### config.mk
export PLATFORM = sky130hd
export DESIGN_NAME = time_of_day_text_parser
export DESIGN_NICKNAME = d
export VERILOG_FILES = /design/src/design/tod_pkg.sv /design/src/design/tod_step.sv /design/src/design/time_of_day_text_parser.sv
export SDC_FILE = /design/constraint.sdc
export NUM_CORES = 1
export LEC_CHECK = 0
export ABC_AREA = 0
export BUFFER_PORTS_ARGS = -buffer_cell sky130_fd_sc_hd__buf_2
export CORE_ASPECT_RATIO = 0.5
export CORE_MARGIN = 2
export CORE_UTILIZATION = 48
export CTS_CLUSTER_DIAMETER = 200
export CTS_CLUSTER_SIZE = 25
export DETAILED_ROUTE_END_ITERATION = 16
export GPL_ROUTABILITY_DRIVEN = 1
export HOLD_SLACK_MARGIN = 0.06
export PLACE_DENSITY = 0.67
export RECOVER_POWER = 50
export SETUP_SLACK_MARGIN = 0.1
export SLEW_MARGIN = 25
export SYNTH_ARGS = -nofsm -noshare
export SYNTH_HDL_FRONTEND = slang
export SYNTH_SLANG_ARGS = --single-unit
### constraint.sdc
create_clock -name clk -period 3.4 [get_ports clk]
set_input_delay 0.68 -clock clk [delete_from_list [all_inputs] [get_ports clk]]
set_output_delay 0.68 -clock clk [all_outputs]
set_load 0.02 [all_outputs]
### src/design/tod_pkg.sv
// tod_pkg: shared types and character constants for the time-of-day text parser
// used by tod_step and time_of_day_text_parser; no dependencies
`default_nettype none

package tod_pkg;

	// ascii codes
	localparam logic [7:0] CH_NUL   = 8'd0;
	localparam logic [7:0] CH_NL    = 8'd10;
	localparam logic [7:0] CH_COLON = 8'd58;
	localparam logic [7:0] CH_ZERO  = 8'd48;
	localparam logic [7:0] CH_NINE  = 8'd57;

	// range limits
	localparam logic [6:0] ACC_MAX    = 7'd127;
	localparam logic [6:0] HOUR_MAX   = 7'd23;
	localparam logic [6:0] MINSEC_MAX = 7'd59;

	typedef enum logic [1:0] {
		FLD_HOURS   = 2'd0,
		FLD_MINUTES = 2'd1,
		FLD_SECONDS = 2'd2
	} field_t;

	typedef struct packed {
		field_t     field_index;
		logic [6:0] hour_accum;
		logic [6:0] minute_accum;
		logic [6:0] second_accum;
		logic       error_flag;
		logic       done_flag;
	} parse_state_t;

	typedef struct packed {
		logic       time_valid;
		logic [4:0] hours;
		logic [5:0] minutes;
		logic [5:0] seconds;
	} result_t;

	localparam parse_state_t PARSE_CLEAR = '{
		field_index:  FLD_HOURS,
		hour_accum:   7'd0,
		minute_accum: 7'd0,
		second_accum: 7'd0,
		error_flag:   1'b0,
		done_flag:    1'b0
	};

endpackage

`default_nettype wire

### src/design/tod_step.sv
// tod_step: per-character next-state and line-end result logic
// depends on tod_pkg
`default_nettype none

module tod_step (
	input  wire logic [7:0]          text_char,
	input  wire logic [1:0]          wanted,
	input  wire tod_pkg::parse_state_t cur,
	output tod_pkg::parse_state_t    nxt,
	output tod_pkg::result_t         res,
	output logic                     line_end
);
	import tod_pkg::*;

	// acc * 10 + digit, saturated at the accumulator maximum
	function automatic logic [6:0] accumulate(input logic [6:0] acc, input logic [3:0] digit);
		logic [10:0] v;
		v = ({4'd0, acc} << 3) + ({4'd0, acc} << 1) + {7'd0, digit};
		return (v > {4'd0, ACC_MAX}) ? ACC_MAX : v[6:0];
	endfunction

	logic       is_digit;
	logic [3:0] digit;
	logic [2:0] next_field;
	logic       ok;
	logic       want_min;
	logic       want_sec;

	assign is_digit   = (text_char >= CH_ZERO) && (text_char <= CH_NINE);
	assign digit      = 4'(text_char - CH_ZERO);
	assign next_field = {1'b0, cur.field_index} + 3'd1;
	assign line_end   = (text_char == CH_NUL) || (text_char == CH_NL);
	assign want_min   = (wanted >= 2'd2);
	assign want_sec   = (wanted == 2'd3);

	always_comb begin
		ok = !cur.error_flag && (cur.hour_accum <= HOUR_MAX);
		if (want_min && (cur.minute_accum > MINSEC_MAX)) begin
			ok = 1'b0;
		end
		if (want_sec && (cur.second_accum > MINSEC_MAX)) begin
			ok = 1'b0;
		end
		res.time_valid = ok;
		res.hours      = ok ? cur.hour_accum[4:0] : 5'd0;
		res.minutes    = (ok && want_min) ? cur.minute_accum[5:0] : 6'd0;
		res.seconds    = (ok && want_sec) ? cur.second_accum[5:0] : 6'd0;
	end

	always_comb begin
		nxt = cur;
		if (line_end) begin
			nxt = PARSE_CLEAR;
		end else if (cur.error_flag || cur.done_flag) begin
			nxt = cur;
		end else if (is_digit) begin
			unique case (cur.field_index)
				FLD_HOURS:   nxt.hour_accum   = accumulate(cur.hour_accum, digit);
				FLD_MINUTES: nxt.minute_accum = accumulate(cur.minute_accum, digit);
				default:     nxt.second_accum = accumulate(cur.second_accum, digit);
			endcase
		end else if ((text_char == CH_COLON) && (cur.field_index != FLD_SECONDS)) begin
			if (next_field < {1'b0, wanted}) begin
				nxt.field_index = field_t'(next_field[1:0]);
			end else begin
				nxt.done_flag = 1'b1;
			end
		end else begin
			nxt.error_flag = 1'b1;
		end
	end

endmodule

`default_nettype wire

### src/design/time_of_day_text_parser.sv
// time_of_day_text_parser: streaming hh:mm:ss parser, top level
// depends on tod_pkg and tod_step
//
// usage:
//  - input channel (in_valid / in_stall / text_char) carries one ascii character per
//    transaction; a NUL or newline ends the line
//  - output channel (out_valid / out_stall / time_valid, hours, minutes, seconds)
//    carries one transaction per line end, none for other characters
//  - config channel (cfg_valid / cfg_ready / fields_wanted) sets how many fields are
//    parsed (1 hours, 2 adds minutes, 3 adds seconds, 0 acts as 1); cfg_ready is
//    always high, write only while no transaction is in flight
//  - throughput: one character per cycle while the result is not stalled; the
//    accumulate and compare are combinational between the input and result registers
//  - once the line-end character is accepted, its result reaches out_valid through
//    the input register, then the result register
//  - reset clears the parse state, empties both registers and sets fields_wanted to 3
//  - a stalled result holds; the input register still takes a character while the
//    result waits, and in_stall rises only when that register is also full
`default_nettype none

module time_of_day_text_parser (
	input  wire logic       clk,
	input  wire logic       arst_n,
	// character input
	input  wire logic       in_valid,
	output logic            in_stall,
	input  wire logic [7:0] text_char,
	// configuration write
	input  wire logic       cfg_valid,
	output logic            cfg_ready,
	input  wire logic [1:0] fields_wanted,
	// parsed result
	output logic            out_valid,
	input  wire logic       out_stall,
	output logic            time_valid,
	output logic [4:0]      hours,
	output logic [5:0]      minutes,
	output logic [5:0]      seconds
);
	import tod_pkg::*;

	// config register
	logic [1:0]   fields_wanted_q;
	logic [1:0]   wanted;

	// input stage
	logic         valid_s1;
	logic [7:0]   char_s1;

	// parse state and result register
	parse_state_t parse_q;
	parse_state_t parse_nxt;
	result_t      res_nxt;
	result_t      res_q;
	logic         out_valid_q;
	logic         line_end;

	logic         advance;
	logic         in_accept;
	logic         cfg_write;

	// stage 1 may move on unless a result is held and stalled
	assign advance   = !(out_valid_q && out_stall);
	assign in_stall  = valid_s1 && !advance;
	assign in_accept = in_valid && !in_stall;

	assign cfg_ready = 1'b1;
	assign cfg_write = cfg_valid && cfg_ready;

	// a count of zero parses hours only
	assign wanted = (fields_wanted_q == 2'd0) ? 2'd1 : fields_wanted_q;

	always_ff @(posedge clk or negedge arst_n) begin
		if (!arst_n) begin
			fields_wanted_q <= 2'd3;
		end else if (cfg_write) begin
			fields_wanted_q <= fields_wanted;
		end
	end

	// input register
	always_ff @(posedge clk or negedge arst_n) begin
		if (!arst_n) begin
			valid_s1 <= 1'b0;
		end else if (in_accept) begin
			valid_s1 <= 1'b1;
		end else if (advance) begin
			valid_s1 <= 1'b0;
		end
	end

	always_ff @(posedge clk) begin
		if (in_accept) begin
			char_s1 <= text_char;
		end
	end

	tod_step u_step (
		.text_char (char_s1),
		.wanted    (wanted),
		.cur       (parse_q),
		.nxt       (parse_nxt),
		.res       (res_nxt),
		.line_end  (line_end)
	);

	// parse state advances once per character leaving stage 1
	always_ff @(posedge clk or negedge arst_n) begin
		if (!arst_n) begin
			parse_q <= PARSE_CLEAR;
		end else if (valid_s1 && advance) begin
			parse_q <= parse_nxt;
		end
	end

	// result register: loaded on a line end, emptied when taken
	always_ff @(posedge clk or negedge arst_n) begin
		if (!arst_n) begin
			out_valid_q <= 1'b0;
		end else if (valid_s1 && advance && line_end) begin
			out_valid_q <= 1'b1;
		end else if (out_valid_q && !out_stall) begin
			out_valid_q <= 1'b0;
		end
	end

	always_ff @(posedge clk) begin
		if (valid_s1 && advance && line_end) begin
			res_q <= res_nxt;
		end
	end

	assign out_valid  = out_valid_q;
	assign time_valid = res_q.time_valid;
	assign hours      = res_q.hours;
	assign minutes    = res_q.minutes;
	assign seconds    = res_q.seconds;

	// an invalid time reports all fields as zero
	a_invalid_zero: assert property (@(posedge clk) disable iff (!arst_n)
		(out_valid_q && !res_q.time_valid) |->
		(res_q.hours == 5'd0 && res_q.minutes == 6'd0 && res_q.seconds == 6'd0))
		else $error("invalid result with nonzero fields");

	// a valid hour is in range
	a_hour_range: assert property (@(posedge clk) disable iff (!arst_n)
		(out_valid_q && res_q.time_valid) |-> (res_q.hours <= 5'd23))
		else $error("valid result with hour out of range");

	// input backpressure comes only from a stalled result with stage 1 full
	a_stall_cause: assert property (@(posedge clk) disable iff (!arst_n)
		in_stall |-> (valid_s1 && out_valid_q && out_stall))
		else $error("input stalled without cause");

	// error and done are exclusive, each freezes the other
	a_err_done: assert property (@(posedge clk) disable iff (!arst_n)
		!(parse_q.error_flag && parse_q.done_flag))
		else $error("error and done both set");

	// a line end in stage 1 clears the parse state
	a_line_clear: assert property (@(posedge clk) disable iff (!arst_n)
		(valid_s1 && advance && line_end) |=> (parse_q == PARSE_CLEAR))
		else $error("parse state not cleared after line end");

endmodule

`default_nettype wire
==> results.py, run 1 <==
metrics = {
    "synthesis": {
        "netlist.area_leader.share": 0.234,
        "synth_flop_cell": "dfrtp_1",
        "synth_async_sr_flop_share": 0.527,
        "ys_seq_area_frac": 0.452,
        "synth.distinct_cells": 41,
        "synthTopCellsByArea": "edfxtp_1 23%, dfrtp_1 20%, ha_1 16%",
        "synthAdderAreaFrac": 0.203,
        "syn_avg_cell_area_um2": 11.0,
        "synth_simple_gate_area_frac": 0.131,
        "synth_cells": 302,
        "synth_edf_count": 26,
        "netlist_area_mm2": 0.00334,
        "ys_ff_latch": 55,
        "yosysMostFrequentCell": "ha_1",
        "ys_top_cells_by_count": "43 x ha_1, 36 x a21oi_1, 31 x inv_1, 27 x dfrtp_1, 26 x edfxtp_1",
        "synth_fp_nets": 367,
        "muxShareOfSynthArea": 0.00750,
        "yosys_warnings": 0,
        "synth_compound_area_frac": 0.132,
        "synth_top_family_by_area": "adder cells",
        "synth_xor_area_frac": 0.0262,
        "yosysTopAreaCell": "edfxtp_1",
    },
    "placement": {
        "placed_area_mm2": 0.00359,
        "hpwl_um": 5010,
        "io_buffer_count": 34,
        "gp_congestion": 0.846,
    },
    "setup_path": {
        "worst_ep_arrival_time_ns": 2.98,
        "end_kind": "register",
        "required_ns": 3.55,
        "critPathLaunchType": "register",
        "crit_type": "register to register",
        "crit_path_max_fanout": 7,
    },
    "cts": {
        "clk-insertion-delay-late_ns": 0.29,
        "cts_made_buffers": 5,
        "path_clk_slew_ns": 0.07,
        "cts_root_buffer": "clkbuf_16",
        "ctsHoldBuffers": 0,
        "cts_resized": 0,
        "h-tree-depth": 2,
        "cts_sinks": 55,
        "clk_path_buf_depth": 2,
        "cts_tree": "yes",
        "cts_setup_buffers": 0,
    },
    "sta": {
        "tightest_slew_ns": 1.66,
        "finalSetupViolCount": 0,
        "fmax_ghz": 0.353,
        "finalCriticalPeriod_ns": 2.83,
        "report.final.slew_viol_count": 30,
        "slew-limit-headroom": -0.110,
        "skew_ns": 0.00492,
        "tns_ns": 0,
        "hold_viol": 0,
        "rsz0062_at_grt": "false",
        "fin_crit_sh": 0.832,
    },
    "global_route": {
        "grt.overflow.total": 0,
        "grt_max_degree": 30,
        "grt_pass1_vias": 2516,
        "grt.total_usage": 0.193,
        "antenna_found_initial": 0,
        "grt_pass1_wl_um": 11600,
    },
    "die": {
        "dieArea_mm2": 0.00768,
        "rows": 21,
        "start_util": 0.498,
        "die_height_um": 63.0,
        "fp.dieW_um": 122,
        "top_level_ports": 36,
        "core_area_mm2": 0.00670,
    },
    "finish": {
        "nNetsFinal": 402,
        "num_antenna_cells": 0,
        "stdcell_area_mm2": 0.00370,
        "drive_above_1_share": 0.0888,
        "synthToLayoutAreaGrowth_pct": 11.0,
    },
    "pwr": {
        "p_per_area_mw_per_mm2": 429,
        "p_leak_nw": 1.75,
        "ir_drop_mv": 0.209,
    },
    "drt": {
        "drt_first_pass_iters": 4,
        "drc": 0,
        "ant_nets": 0,
        "drt_iter0_drc": 128,
        "wl_um": 6610,
        "vias": 2405,
        "wl_per_cell_um": 15.4,
        "via_per_inst": 5.59,
    },
    "min_path": {
        "hp-class": "register to register",
    },
    "run": {
        "drv_cap": 1,
    },
    "run_status": {
        "outcome": "finished, violations left",
        "violations": "capacitance limit, slew limit",
    },
}
## worst max-delay path, stage by stage, from the launching register on
cell and delay [ns]:
edfxtp_1 0.43, inv_1 0.16, fa_1 0.62, inv_1 0.06
ha_1 0.27, a21o_1 0.13, a21oi_1 0.10, o32a_1 0.37
nor3_2 0.39, a31oi_1 0.15
## stage by stage
| stage | hold slack [ns] | worst slack (ns) | instances | util | power [mW] |
|---|---|---|---|---|---|
| 3_3_place_gp | 0.498 | 0.687 | 422 | 0.536 | 1.09 |
| 5_1_grt | 0.544 | 0.382 | 430 | 0.553 | 1.68 |
| 4_1_cts | 0.459 | 0.560 | 430 | 0.556 | 1.60 |
| 6_report | 0.531 | 0.570 | 430 | 0.553 | 1.59 |
| 2_1_floorplan | 0.384 | 0.886 | 302 | - | 1.01 |
| 3_5_place_dp | 0.509 | 0.574 | 422 | 0.536 | 1.10 |
## per-layer routing
| metal | global-route usage | vias up | part of all wire |
|---|---|---|---|
| met1 | 0.254 | 1165 | 0.44 |
| met4 | 0.0575 | 0 | 0.014 |
| li1 | - | 1169 | - |
| met5 | 0 | - | 0 |
| met3 | 0.0429 | 11 | 0.068 |
| met2 | 0.321 | 60 | 0.48 |
## cell families (layout without fill, tap and decap cells)
kind of cell    Yosys count  count (layout)
mux                       2               2
fa+ha+maj                50              50
other cells               1               1
simple gates             72              72
xor+xnor                 10              10
buf+inv                  38              74
flops                    55              55
compound gates           74              74
## state kept, by name, indices dropped and copies added (netlist names)
signal and cells:
time_valid 1, out_valid 1, char_s1 8, hours 5, parse_q 25, valid_s1 1
seconds 6, fields_wanted_q 2, minutes 6
## worst paths after layout
| kind | start | endpoint | slack (ns) | cells past startpoint |
|---|---|---|---|---|
| max | char_s1[3] | parse_q[16] | 0.57 | 9 |
| min | parse_q[0] | parse_q[0] | 0.53 | 2 |
| min in group asynchronous | arst_n | parse_q[7] | 0.80 | 1 |
| max in group asynchronous | arst_n | parse_q[18] | 1.63 | 1 |
| min reg2reg | parse_q[0] | parse_q[0] | 0.53 | 2 |
| max reg2reg | char_s1[3] | parse_q[16] | 0.57 | 9 |
## placed cells by master, fill, tap and decap left out, drive strengths merged, types with 2 or more instances in the layout
cell,n
edfxtp,26
or4,5
o21ai,7
and3,7
dfstp,2
and2,10
fa,7
nand3,5
nor3,12
a21oi,36
nand4,4
a2bb2oi,2
buf,17
clkbuf,26
dfrtp,27
nor2b,2
a41oi,2
nor2,12
nor4,3
inv,31
a31oi,17
xnor2,3
a21o,5
ha,43
xor2,7
nand2,8
## area by class of cell
class / instances / area (um^2)
repair buffers: 35 / 155
multi-input cells: 209 / 1670
well taps: 92 / 115
clock buffers: 8 / 136
fillers: 579 / 3000
flip-flops and latches: 55 / 1510
inverters: 31 / 116
## power by group
part	total [mW]	switching (mW)	internal, mW
Combinational	0.315	0.185	0.130
Clock	0.501	0.226	0.275
Sequential	0.774	0.0422	0.731
(Power assumes the default switching activity.)
==> run 2: changes to the inputs <==
Settings changed: ABC_AREA 0 to 1, PLACE_DENSITY 0.67 to 0.69.
Clock period 3.4 ns to 2.44 ns, I/O delays scaled along.
==> run 2 against run 1 <==
The flow still finishes with violations (capacitance limit, slew limit). Wire length is 9.9% higher. Global-route usage is 0.59 points lower. Sequential power is 30% higher. Hold slack worse by 0.16 ns. Clock skew is 0.0014 ns higher. Worst setup slack worse by 0.43 ns. Combinational power is 41% lower. Final cell count is 31% higher. Maximum frequency is 23% higher. Critical endpoint is now parse_q[19]. Via count is 18% higher. Total power is 20% higher. Register-to-register slack worse by 0.43 ns. Largest cell class unchanged. Largest power group unchanged.
==> results.py, run 2 <==
metrics = {
    "cts": {
        "cts_sinks": 55,
        "cts_tree": "yes",
        "h-tree-depth": 2,
        "clk_path_buf_depth": 2,
        "clk-insertion-delay-late_ns": 0.29,
        "cts_root_buffer": "clkbuf_16",
        "path_clk_slew_ns": 0.06,
        "cts_made_buffers": 5,
    },
    "setup_path": {
        "worst_ep_arrival_time_ns": 2.53,
        "crit_chain": "ha_1, ha_1, inv_1, fa_2, nand3b_1, nand2_1, nor2_1, nand2_1, nand2_2, nand4_1, nand2_1, nand2_1",
        "worst-r2r-cell-count": 12,
        "critPathLaunchType": "register",
        "crit_type": "register to register",
        "crit_path_max_fanout": 7,
        "rr_endpoint": "parse_q[19]",
        "max_stage_delay_ns": 0.51,
        "critical_path.most_common_cell": "nand2_1",
        "rrSetupSlack_ns": 0.14,
        "reg2reg_from": "char_s1[2]",
        "end_kind": "register",
        "required_ns": 2.67,
        "slowest_stage": "edfxtp_1",
    },
    "die": {
        "top_level_ports": 36,
        "die_height_um": 65.8,
        "start_util": 0.498,
        "rows": 22,
        "dieArea_mm2": 0.00841,
        "core_area_mm2": 0.00738,
        "fp.dieW_um": 128,
    },
    "finish": {
        "num_antenna_cells": 0,
        "multiInputGateArea_mm2": 0.00199,
        "largestRegisters": "parse_q (25), char_s1 (8)",
        "most-common-layout-cells": "105 x nand2_1, 53 x inv_1, 38 x ha_1, 37 x nor2_1",
        "final_util": 0.571,
        "drive_above_1_share": 0.176,
        "largest_reg_flops": 25,
        "nFillCells": 699,
        "largest-register": "parse_q",
        "nNetsFinal": 531,
        "stdcell_area_mm2": 0.00421,
        "final_common_cell": "nand2_1",
        "synthToLayoutAreaGrowth_pct": 14.7,
        "seq_area_mm2": 0.00151,
    },
    "synthesis": {
        "synth_cells": 421,
        "synth_fp_nets": 486,
        "yosys_warnings": 0,
        "synth_flop_cell": "dfrtp_1",
        "yosysMostFrequentCell": "nand2_1",
        "ys_seq_area_frac": 0.411,
        "syn_avg_cell_area_um2": 8.72,
        "synth_edf_count": 26,
        "yosysTopAreaCell": "edfxtp_1",
        "synth.distinct_cells": 36,
        "ys_top_cells_by_count": "112 x nand2_1, 58 x inv_1, 43 x ha_1, 40 x nor2_1",
        "netlist.area_leader.share": 0.213,
        "netlist_area_mm2": 0.00367,
        "synth_async_sr_flop_share": 0.527,
        "ys_ff_latch": 55,
        "synthTopCellsByArea": "edfxtp_1 21%, dfrtp_1 18%, ha_1 15%",
    },
    "drt": {
        "top_layer_used": "met4",
        "wl_um": 7260,
        "wl_met2_um": 3140,
        "drt_first_pass_iters": 4,
        "drc": 0,
        "drt_iter0_drc": 221,
        "vias": 2841,
        "ant_nets": 0,
        "m1WireLength_um": 3670,
        "wl_met3_um": 409,
        "wl_per_cell_um": 12.9,
        "via_per_inst": 5.05,
    },
    "placement": {
        "io_buffer_count": 34,
        "placed_area_mm2": 0.00394,
        "gp_congestion": 0.860,
        "hpwl_um": 5480,
        "pre_cts_slack_ns": 0.0784,
    },
    "sta": {
        "report.final.slew_viol_count": 30,
        "skew_ns": 0.00633,
        "finalCriticalPeriod_ns": 2.30,
        "fin_crit_sh": 0.942,
        "rsz0062_at_grt": "true",
        "slew-limit-headroom": -0.0451,
        "tightest_slew_ns": 1.57,
        "worst_hold_slack_ns": 0.370,
        "finalSetupViolCount": 0,
        "finalWorstSetupSlack_ns": 0.143,
        "hold_viol": 0,
        "fmax_ghz": 0.435,
    },
    "global_route": {
        "grt.overflow.total": 0,
        "grt.total_usage": 0.187,
        "antenna_found_initial": 0,
        "grt_pass1_wl_um": 12400,
        "grt_max_degree": 30,
        "grt_pass1_vias": 2682,
    },
    "pwr": {
        "ir_drop_mv": 0.275,
        "p_per_area_mw_per_mm2": 453,
        "power_mw": 1.91,
        "p_leak_nw": 2.08,
    },
    "run_status": {
        "violations": "capacitance limit, slew limit",
        "outcome": "finished, violations left",
    },
    "min_path": {
        "hp-class": "input port to register",
        "hold_end": "char_s1[2]",
        "min_from": "text_char[2]",
        "hold_depth": 1,
    },
    "run": {
        "drv_cap": 1,
    },
}
-- run 2: cell families after synthesis --
family / count (synthesis) / share of synthesized area
flip-flops: 55 / 0.411
buffers and inverters: 69 / 0.0743
AND/OR/NAND/NOR: 231 / 0.302
multiplexers: 1 / 0.00307
other: 1 / 0.00102
AO/OA/AOI/OAI: 11 / 0.0167
XOR/XNOR: 3 / 0.00716
adder cells (fa/ha/maj): 50 / 0.185
-- run 2: per-layer routing --
| layer | vias to the layer above | track usage |
|---|---|---|
| met1 | 1297 | 0.272 |
| met2 | 66 | 0.291 |
| met5 | - | 0 |
| li1 | 1473 | - |
| met4 | 0 | 0.0398 |
| met3 | 5 | 0.0396 |
-- run 2: how the worst max path moves through the flow --
stage,startpoint,endpoint,slack [ns],cells after the start
global route,parse_q[11],parse_q[14],-0.05,13
floorplan,char_s1[3],parse_q[5],0.32,11
detailed placement,char_s1[3],parse_q[6],0.08,11
CTS,char_s1[3],parse_q[6],0.11,11
finish,char_s1[2],parse_q[19],0.14,12
global placement,char_s1[3],parse_q[7],0.11,11
-- run 2: final cells by class --
type / count / area share
Multi-Input combinational cell: 297 / 0.472
Timing Repair Buffer: 41 / 0.0470
Clock buffer: 7 / 0.0339
Inverter: 66 / 0.0594
Tap cell: 96 / 0.0285
Sequential cell: 55 / 0.358
Clock inverter: 1 / 0.000892
-- run 2: stage by stage --
| step | cells | setup TNS (ns) |
|---|---|---|
| finish | 563 | 0 |
| global route | 563 | -0.138 |
| CTS | 556 | 0 |
| detailed placement | 548 | 0 |
| global placement | 548 | 0 |
| floorplan | 421 | 0 |
-- run 2: critical path, delay by kind of cell, from the launching register on --
family | cells | cell delay (ns)
buffers and inverters | 1 | 0.09
adders and majority gates | 3 | 0.87
and+or+nand+nor | 8 | 0.76
DFF | 1 | 0.51
-- run 2: power breakdown --
part	leakage (nW)	switching [mW]	internal (mW)
clock	0.0716	0.302	0.406
combinational	1.40	0.117	0.0700
sequential	0.601	0.0214	0.991
-- run 2: timing repair --
| item | CTS | global route |
|---|---|---|
| setup endpoints to repair | 7 | 21 |
| gates cloned | 0 | 0 |
| hold endpoints to repair | 0 | 0 |
| pin swaps | 0 | 30 |
| setup buffers | 0 | 7 |
| hold buffers | 0 | 0 |
| resized for setup | 1 | 26 |
==> run 3: changes to the inputs <==
Settings changed: ABC_AREA 1 to not set, PLACE_DENSITY 0.69 to 0.7.
==> run 3 against run 2 <==
The flow finishes with violations (capacitance limit, slew limit, setup timing). Via count shrank 11%. Sequential cell count is the same. Worst setup slack lost 0.18 ns. Final cell count shrank 17%. First-iteration DRC count shrank 40%. Clock power shrank 3%. Register-to-register slack lost 0.18 ns. Global-route usage grew 0.88 points.
==> results.py, run 3 (synthesized netlist as in run 1, its figures left out) <==
metrics = {
    "min_path": {
        "hold_depth": 1,
        "hp-class": "input port to register",
        "min_from": "text_char[0]",
    },
    "sta": {
        "report.final.slew_viol_count": 30,
        "fmax_ghz": 0.404,
        "skew_ns": 0.00672,
        "slew-limit-headroom": -0.0507,
        "tns_ns": -0.154,
        "worst_hold_slack_ns": 0.369,
        "finalSetupViolCount": 8,
        "hold_viol": 0,
        "finalCriticalPeriod_ns": 2.48,
        "finalWorstSetupSlack_ns": -0.0366,
        "fin_crit_sh": 1.02,
        "tightest_slew_ns": 1.58,
        "rsz0062_at_grt": "true",
    },
    "setup_path": {
        "critPathLaunchType": "register",
        "max_stage_delay_ns": 0.50,
        "crit_path_max_fanout": 7,
        "end_kind": "register",
        "crit_buf_inv": 1,
        "worst-r2r-cell-count": 8,
        "path_depth": 8,
        "crit_path_start": "parse_q[11]",
        "crit_type": "register to register",
        "crit_chain": "buf_4, ha_1, ha_4, nand3_1, or4_4, a2bb2oi_4, nor3_4, a31oi_1",
        "worst_ep_arrival_time_ns": 2.62,
        "required_ns": 2.59,
        "slowest_stage": "or4_4",
        "critical-path-top-delay-family": "simple AND/OR/NAND/NOR gates",
        "reg2reg_from": "parse_q[11]",
    },
    "cts": {
        "clk_path_buf_depth": 2,
        "cts_tree": "yes",
        "cts_root_buffer": "clkbuf_16",
        "clk-insertion-delay-late_ns": 0.29,
        "path_clk_slew_ns": 0.07,
        "cts_sinks": 55,
        "h-tree-depth": 2,
        "cts_made_buffers": 5,
        "ctsHoldBuffers": 0,
    },
    "pwr": {
        "p_switching_mw": 0.665,
        "p_leak_nw": 1.93,
        "power.share.clock": 0.295,
        "ir_drop_mv": 0.318,
        "power_frac_seq": 0.460,
        "internal_power_mw": 1.66,
        "combPwrFrac": 0.244,
        "p_per_area_mw_per_mm2": 564,
        "switching_share": 0.286,
        "power_mw": 2.33,
    },
    "die": {
        "die_height_um": 63.0,
        "dieArea_mm2": 0.00768,
        "rows": 21,
        "start_util": 0.498,
        "core_area_mm2": 0.00670,
        "fp.dieW_um": 122,
        "top_level_ports": 36,
    },
    "placement": {
        "pre_cts_slack_ns": -0.0504,
        "hpwl_um": 5300,
        "io_buffer_count": 34,
        "placed_area_mm2": 0.00381,
        "dp.cells": 447,
        "gp_congestion": 0.913,
    },
    "finish": {
        "finalNonFillerCells": 465,
        "largest_reg_flops": 25,
        "largestRegisters": "parse_q (25), char_s1 (8)",
        "nNetsFinal": 437,
        "synthToLayoutAreaGrowth_pct": 23.6,
        "final_util": 0.616,
        "final_common_cell": "ha_1",
        "num_antenna_cells": 0,
        "stdcell_area_mm2": 0.00412,
        "largest-register": "parse_q",
        "nFillCells": 532,
        "most-common-layout-cells": "36 x ha_1, 32 x a21oi_1, 32 x buf_4, 27 x dfrtp_1, 26 x edfxtp_1",
        "drive_above_1_share": 0.263,
    },
    "drt": {
        "drt_first_pass_iters": 4,
        "wl_um": 7220,
        "ant_nets": 0,
        "drc": 0,
        "wl_per_cell_um": 15.5,
        "drt_iter0_drc": 132,
        "via_per_inst": 5.46,
        "vias": 2541,
    },
    "global_route": {
        "grt_pass1_wl_um": 11800,
        "top_usage_layer": "met2",
        "grt.overflow.total": 0,
        "use_met2": 0.306,
        "grt.total_usage": 0.196,
        "grtUsageMet1": 0.279,
        "grt_pass1_vias": 2498,
        "grt.met3_usage": 0.0374,
        "grt_max_degree": 30,
        "antenna_found_initial": 0,
    },
    "run_status": {
        "outcome": "finished, violations left",
        "violations": "capacitance limit, slew limit, setup timing",
    },
    "run": {
        "drv_cap": 1,
    },
}
run 3: repair_timing:
| item | 4_1_cts | 5_1_grt |
|---|---|---|
| buffers inserted | 3 | 7 |
| pin swaps | 16 | 22 |
| endpoints found under the setup margin | 21 | 21 |
| gates resized for setup | 10 | 21 |
run 3: worst register-to-register path: cells and delay by family (launching register included):
| family | cells | cell delay [ns] |
|---|---|---|
| flops | 1 | 0.39 |
| simple gates | 3 | 0.84 |
| buf+inv | 1 | 0.15 |
| fa+ha+maj | 2 | 0.63 |
| compound gates | 2 | 0.30 |
run 3: power by group through the flow:
stage / Clock [mW] / Sequential, mW / Combinational, mW
5_1_grt: 0.737 / 1.08 / 0.640
4_1_cts: 0.697 / 1.07 / 0.539
3_3_place_gp: 0 / 1.09 / 0.495
3_5_place_dp: 0 / 1.09 / 0.518
2_1_floorplan: 0 / 1.08 / 0.354
6_report: 0.687 / 1.07 / 0.568
run 3: layout make-up:
class	instances	area [um^2]	area share
Clock buffer	6	129	0.0313
Multi-Input combinational cell	209	1810	0.438
Sequential cell	55	1510	0.366
Timing Repair Buffer	70	437	0.106
Tap cell	92	115	0.0279
Inverter	31	116	0.0282
Clock inverter	2	12.5	0.00303
run 3: path summary, 6_finish.rpt:
kind	endpoint	slack (ns)
worst max-delay path	parse_q[12]	-0.04
worst min-delay path	char_s1[0]	0.37
worst max register to register	parse_q[12]	-0.04
worst min register to register	parse_q[0]	0.52
max in group asynchronous	parse_q[22]	0.94
min in group asynchronous	parse_q[6]	0.58
run 3: routing by layer:
| layer | part of all wire | wire [um] |
|---|---|---|
| met1 | 0.46 | 3290 |
| met2 | 0.46 | 3340 |
| met3 | 0.059 | 426 |
| met4 | 0.022 | 157 |
| met5 | 0 | 0 |
